`config.mk`:
```
export PLATFORM = sky130hd
export DESIGN_NAME = grbs_ctrl
export DESIGN_NICKNAME = d
export VERILOG_FILES = /design/src/design/grbs_pkg.sv /design/src/design/grbs_ctrl.sv
export SDC_FILE = /design/constraint.sdc
export NUM_CORES = 1
export LEC_CHECK = 0
export BUFFER_PORTS_ARGS = -buffer_cell sky130_fd_sc_hd__buf_4
export CELL_PAD_IN_SITES_DETAIL_PLACEMENT = 1
export CELL_PAD_IN_SITES_GLOBAL_PLACEMENT = 1
export CORE_AREA = 2 2 39 41
export DETAILED_ROUTE_END_ITERATION = 8
export DIE_AREA = 0 0 41 43
export MAX_ROUTING_LAYER = met4
export PLACE_DENSITY_LB_ADDON = 0.1
export SYNTH_ARGS = -nofsm -noshare
export SYNTH_HDL_FRONTEND = slang
export SYNTH_SLANG_ARGS = --single-unit
```
`constraint.sdc`:
```
create_clock -name clk -period 2.68 [get_ports clk]
set_clock_uncertainty 0.05 [all_clocks]
set_input_delay 0.268 -clock clk [delete_from_list [all_inputs] [get_ports clk]]
set_output_delay 0.268 -clock clk [all_outputs]
set_load 0.02 [all_outputs]
```
`src/design/grbs_pkg.sv`:
```
// ----------------------------------------------------------------------------
// grbs_pkg
// Shared types and constants for the glyph row rasterizer with blank
// suppression: action codes, controller states, command and status bundles.
// ----------------------------------------------------------------------------
package grbs_pkg;

  localparam int FONT_AW    = 13;
  localparam int FONT_BYTES = 1 << FONT_AW;
  localparam int GLYPH_AW   = 7;
  localparam int GLYPHS     = 1 << GLYPH_AW;

  localparam logic [6:0] MAX_GLYPH_WIDTH = 7'd64;

  localparam logic [7:0] GLYPH_ROWS_RST = 8'd16;
  localparam logic [9:0] ROW_WIDTH_RST  = 10'd8;

  // configuration register indexes
  localparam logic CFG_GLYPH_ROWS = 1'b0;
  localparam logic CFG_ROW_WIDTH  = 1'b1;

  // result kinds
  localparam logic KIND_MARK    = 1'b0;
  localparam logic KIND_NEWLINE = 1'b1;

  typedef enum logic [1:0] {
    ACT_WR_BYTE  = 2'd0,
    ACT_WR_GLYPH = 2'd1,
    ACT_SCAN     = 2'd2,
    ACT_EOL      = 2'd3
  } action_t;

  typedef enum logic [2:0] {
    ST_IDLE,
    ST_LOOKUP,
    ST_FETCH,
    ST_SCAN,
    ST_FLUSH,
    ST_NEWLINE
  } state_t;

  typedef struct packed {
    logic take;     // request accepted this cycle
    logic look;     // evaluate glyph entry and row bounds
    logic step;     // consume one bitmap bit
    logic flush;    // send held mark as final result
    logic newline;  // send newline result
  } cmd_t;

  typedef struct packed {
    logic hit;      // glyph present and row inside bitmap
    logic wzero;    // glyph width is zero
    logic bit_set;  // current bitmap bit
    logic last_bit; // current bit is the last of the row
    logic held_v;   // a mark is held back for the last flag
    logic out_free; // output register can take a result
  } sts_t;

endpackage

```
`src/design/grbs_ctrl.sv`:
```
// ----------------------------------------------------------------------------
// grbs_ctrl
// Sequencer for the rasterizer: accepts one request at a time and steps the
// datapath through lookup, bitmap fetch, bit scan and result flush or newline.
// ----------------------------------------------------------------------------
module grbs_ctrl (
  input  logic                clk,
  input  logic                rst_n,
  input  logic                in_tvalid,
  output logic                in_tready,
  input  logic [1:0]          in_action,
  input  grbs_pkg::sts_t      sts,
  output grbs_pkg::cmd_t      cmd
);

  grbs_pkg::state_t state_r, state_nxt;

  always_ff @(posedge clk) begin
    if (!rst_n) begin
      state_r <= grbs_pkg::ST_IDLE;
    end else begin
      state_r <= state_nxt;
    end
  end

  always_comb begin
    state_nxt = state_r;
    cmd       = '0;
    in_tready = 1'b0;
    case (state_r)
      grbs_pkg::ST_IDLE: begin
        in_tready = 1'b1;
        if (in_tvalid) begin
          cmd.take = 1'b1;
          case (in_action)
            grbs_pkg::ACT_SCAN: state_nxt = grbs_pkg::ST_LOOKUP;
            grbs_pkg::ACT_EOL:  state_nxt = grbs_pkg::ST_NEWLINE;
            default:            state_nxt = grbs_pkg::ST_IDLE;
          endcase
        end
      end
      grbs_pkg::ST_LOOKUP: begin
        cmd.look = 1'b1;
        if (sts.hit && !sts.wzero) begin
          state_nxt = grbs_pkg::ST_FETCH;
        end else begin
          state_nxt = grbs_pkg::ST_IDLE;
        end
      end
      grbs_pkg::ST_FETCH: begin
        state_nxt = grbs_pkg::ST_SCAN;
      end
      grbs_pkg::ST_SCAN: begin
        // a set bit pushes the previously held mark out
        if (!(sts.bit_set && sts.held_v && !sts.out_free)) begin
          cmd.step = 1'b1;
          if (sts.last_bit) begin
            state_nxt = grbs_pkg::ST_FLUSH;
          end
        end
      end
      grbs_pkg::ST_FLUSH: begin
        if (!sts.held_v) begin
          state_nxt = grbs_pkg::ST_IDLE;
        end else if (sts.out_free) begin
          cmd.flush = 1'b1;
          state_nxt = grbs_pkg::ST_IDLE;
        end
      end
      grbs_pkg::ST_NEWLINE: begin
        if (sts.out_free) begin
          cmd.newline = 1'b1;
          state_nxt   = grbs_pkg::ST_IDLE;
        end
      end
      default: begin
        state_nxt = grbs_pkg::ST_IDLE;
      end
    endcase
  end

endmodule

```
==> summary.md <==
### Status
- **outcome** finished, final reports clean

### Clocking
- **Post-CTS Resized** 0
- **clock buffer count from CTS** 3
- **CTS root buffer** sky130_fd_sc_hd__clkbuf_4
- **latest clock arrival within the worst-skew pair** 230 ps
- **number of hold buffers added after CTS** 0
- **Max Root-Sink Buffers** 2
- **Setup Fix Bufs, Post-CTS** 0
- **number of levels in the clock H-tree** 1
- **Reg clk slew, reported paths** 40 ps
- **clk sink count** 3
- **CTS tree** yes

### Floorplan
- **vertical die dimension** 43 µm
- **area of the die** 1763 µm²
- **count of standard-cell rows** 14
- **standard cell core area** 1384 µm²
- **Starting Density** 0.1935
- **chip width** 41 µm
- **total I/O pin count** 17

### Synthesis
- **mapped cell area** 267.8 µm²
- **sequential element share of the synthesized area** 0.2243
- **Yosys warning total** 0
- **Cells after Synth** 34
- **number of enable-type register cells in the synthesized netlist** 0
- **Synth Net Count** 45
- **fraction of registers with async set/reset** 0
- **per-instance average area after synthesis** 7.875 µm²
- **count of unique library cells instantiated by Yosys** 23
- **post-synthesis register bit count** 3
- **primary flip-flop cell chosen by synthesis mapping** sky130_fd_sc_hd__dfxtp_1

### Timing
- **final sum of negative setup slack** 0 ps
- **Final Hold Violating Endpoints** 0
- **max-slew headroom at the worst pin** 0.7096
- **post-route setup slack** 871.4 ps
- **final worst path period share** 0.6749
- **RSZ-0062 raised after global routing** false
- **actual transition at the worst max-transition pin** 435.0 ps
- **minimum clock period** 1809 ps
- **number of slew-limit violations in the final report** 0
- **final count of negative-setup-slack endpoints** 0
- **achievable frequency** 0.5529 GHz

### Detailed routing
- **via count normalized by instance count** 4.746
- **average wire per standard cell** 11.45 µm
- **post-detailed-route count of antenna-violating nets** 0
- **1st-pass router iterations** 2
- **number of DRC violations after detailed-routing iteration 0** 2
- **Final Routed Wirelength** 767 µm
- **via total after detailed routing** 318
- **DRC Markers** 0

### Layout
- **Largest register FFs** 3
- **fill count** 180
- **layout cell share with drive strength beyond 1** 0.4314
- **commonest non-fill, non-tap cells in the layout** 16 x sky130_fd_sc_hd__buf_4, 6 x sky130_fd_sc_hd__nand2_1, 3 x sky130_fd_sc_hd__nor2_1, 3 x sky130_fd_sc_hd__clkbuf_4, 3 x sky130_fd_sc_hd__dfxtp_1
- **register name with the most flops** state_r
- **registers with the most flip-flops** state_r x3
- **utilization after layout** 0.2966
- **synthesis-to-layout area growth** 53.27%
- **Post-Layout Cell Count** 67
- **antenna cell count** 0
- **most common library cell in the layout ignoring fill and taps** sky130_fd_sc_hd__buf_4
- **Final nets** 63

### Run
- **max-cap check violation count** 0

### Worst setup path
- **Crit Path Max Fanout** 11
- **slowest CP cell** sky130_fd_sc_hd__dfxtp_1
- **startpoint types** flip-flop
- **endpoint type of the worst setup path** output port
- **CP Data Arrival Time** 1490 ps
- **Cell Chain, Critical Path** nand2_1 -> nor4b_1 -> buf_4
- **Worst Path Class, Setup** reg -> out
- **peak per-stage delay on the critical path** 580 ps
- **Critical Path RT** 2360 ps

### Placement
- **GPL Wtd Cong** 0.7531
- **total instance count after detailed placement** 63
- **detailed placement HPWL** 614.4 µm
- **worst slack at placement** 1122 ps
- **input/output buffers** 16

### Global routing
- **overflow left after global routing** 0
- **vias in the first global route** 304
- **maximum number of pins on one net before global-route repair** 12
- **GRT Util Overall** 0.1109
- **number of antenna violations at the first check in global routing** 0
- **global-route wire length before repair** 1331 µm

### Power and ir drop
- **total leakage power** 0.1680 nW
- **total power divided by cell area** 420.8 nW/µm²
- **highest ir drop seen on vdd** 0.1313 mV
- **Design Power** 172.7 µW

### Min path
- **path type of the worst min-delay path** in -> reg

[worst max-delay path: cells and delay by family, from the launching register on]
family | cells | cell delay [ps]
DFF | 1 | 580
and+or+nand+nor | 2 | 470
buffers and inverters | 1 | 200
[stage by stage]
stage / hold WS, ps / cell area (µm²)
finish: 227.7 / 410.4
global route: 242.4 / 410.4
CTS: 227.6 / 410.4
detailed placement: 465.8 / 384.1
global placement: 462.5 / 384.1
floorplan: 335.6 / 267.8
[cell usage after synthesis, types with 2 or more instances]
cell type	instances	area, µm²
sky130_fd_sc_hd__a21oi_1	2	10.01
sky130_fd_sc_hd__dfxtp_1	3	60.06
sky130_fd_sc_hd__nor2_1	3	11.26
sky130_fd_sc_hd__nand2_1	6	22.52
sky130_fd_sc_hd__or3_1	2	12.51
[routing by layer]
| metal | track usage | routed length (µm) |
|---|---|---|
| met1 | 0.1597 | 352 |
| met4 | 0.06000 | 19 |
| met5 | - | 0 |
| met2 | 0.1531 | 339 |
| met3 | 0 | 56 |
[kinds of logic (layout without fill, tap and decap cells)]
family,count (synthesis),count (layout),synth area share
buffers and inverters,3,20,0.08877
and+or+nand+nor,20,20,0.4439
DFF,3,3,0.2243
AOI/OAI and AO/OA,8,8,0.2430
[layout make-up]
cell class                 count  area [µm²]  area share
clock buffer                   4       26.28     0.06402
multi-input combinational     28       183.9      0.4482
sequential                     3       60.06      0.1463
tap                           16       20.02     0.04878
timing repair buffer          16       120.1      0.2927
[report_power, final]
part	switching (mW)	total, mW	internal (mW)
Clock	0.0241	0.0799	0.0558
Sequential	0.00537	0.0522	0.0468
Combinational	0.0174	0.0406	0.0232
Total	0.0468	0.173	0.126
[final timing paths]
path | from | endpoint | slack [ps] | cells after the start
max | state_r[2] | cmd[1] | 870 | 3
min | rst_n | state_r[0] | 230 | 2
max reg2reg | state_r[2] | state_r[2] | 1160 | 3
min reg2reg | state_r[2] | state_r[1] | 620 | 1
Power figures use the tool's default switching activity.
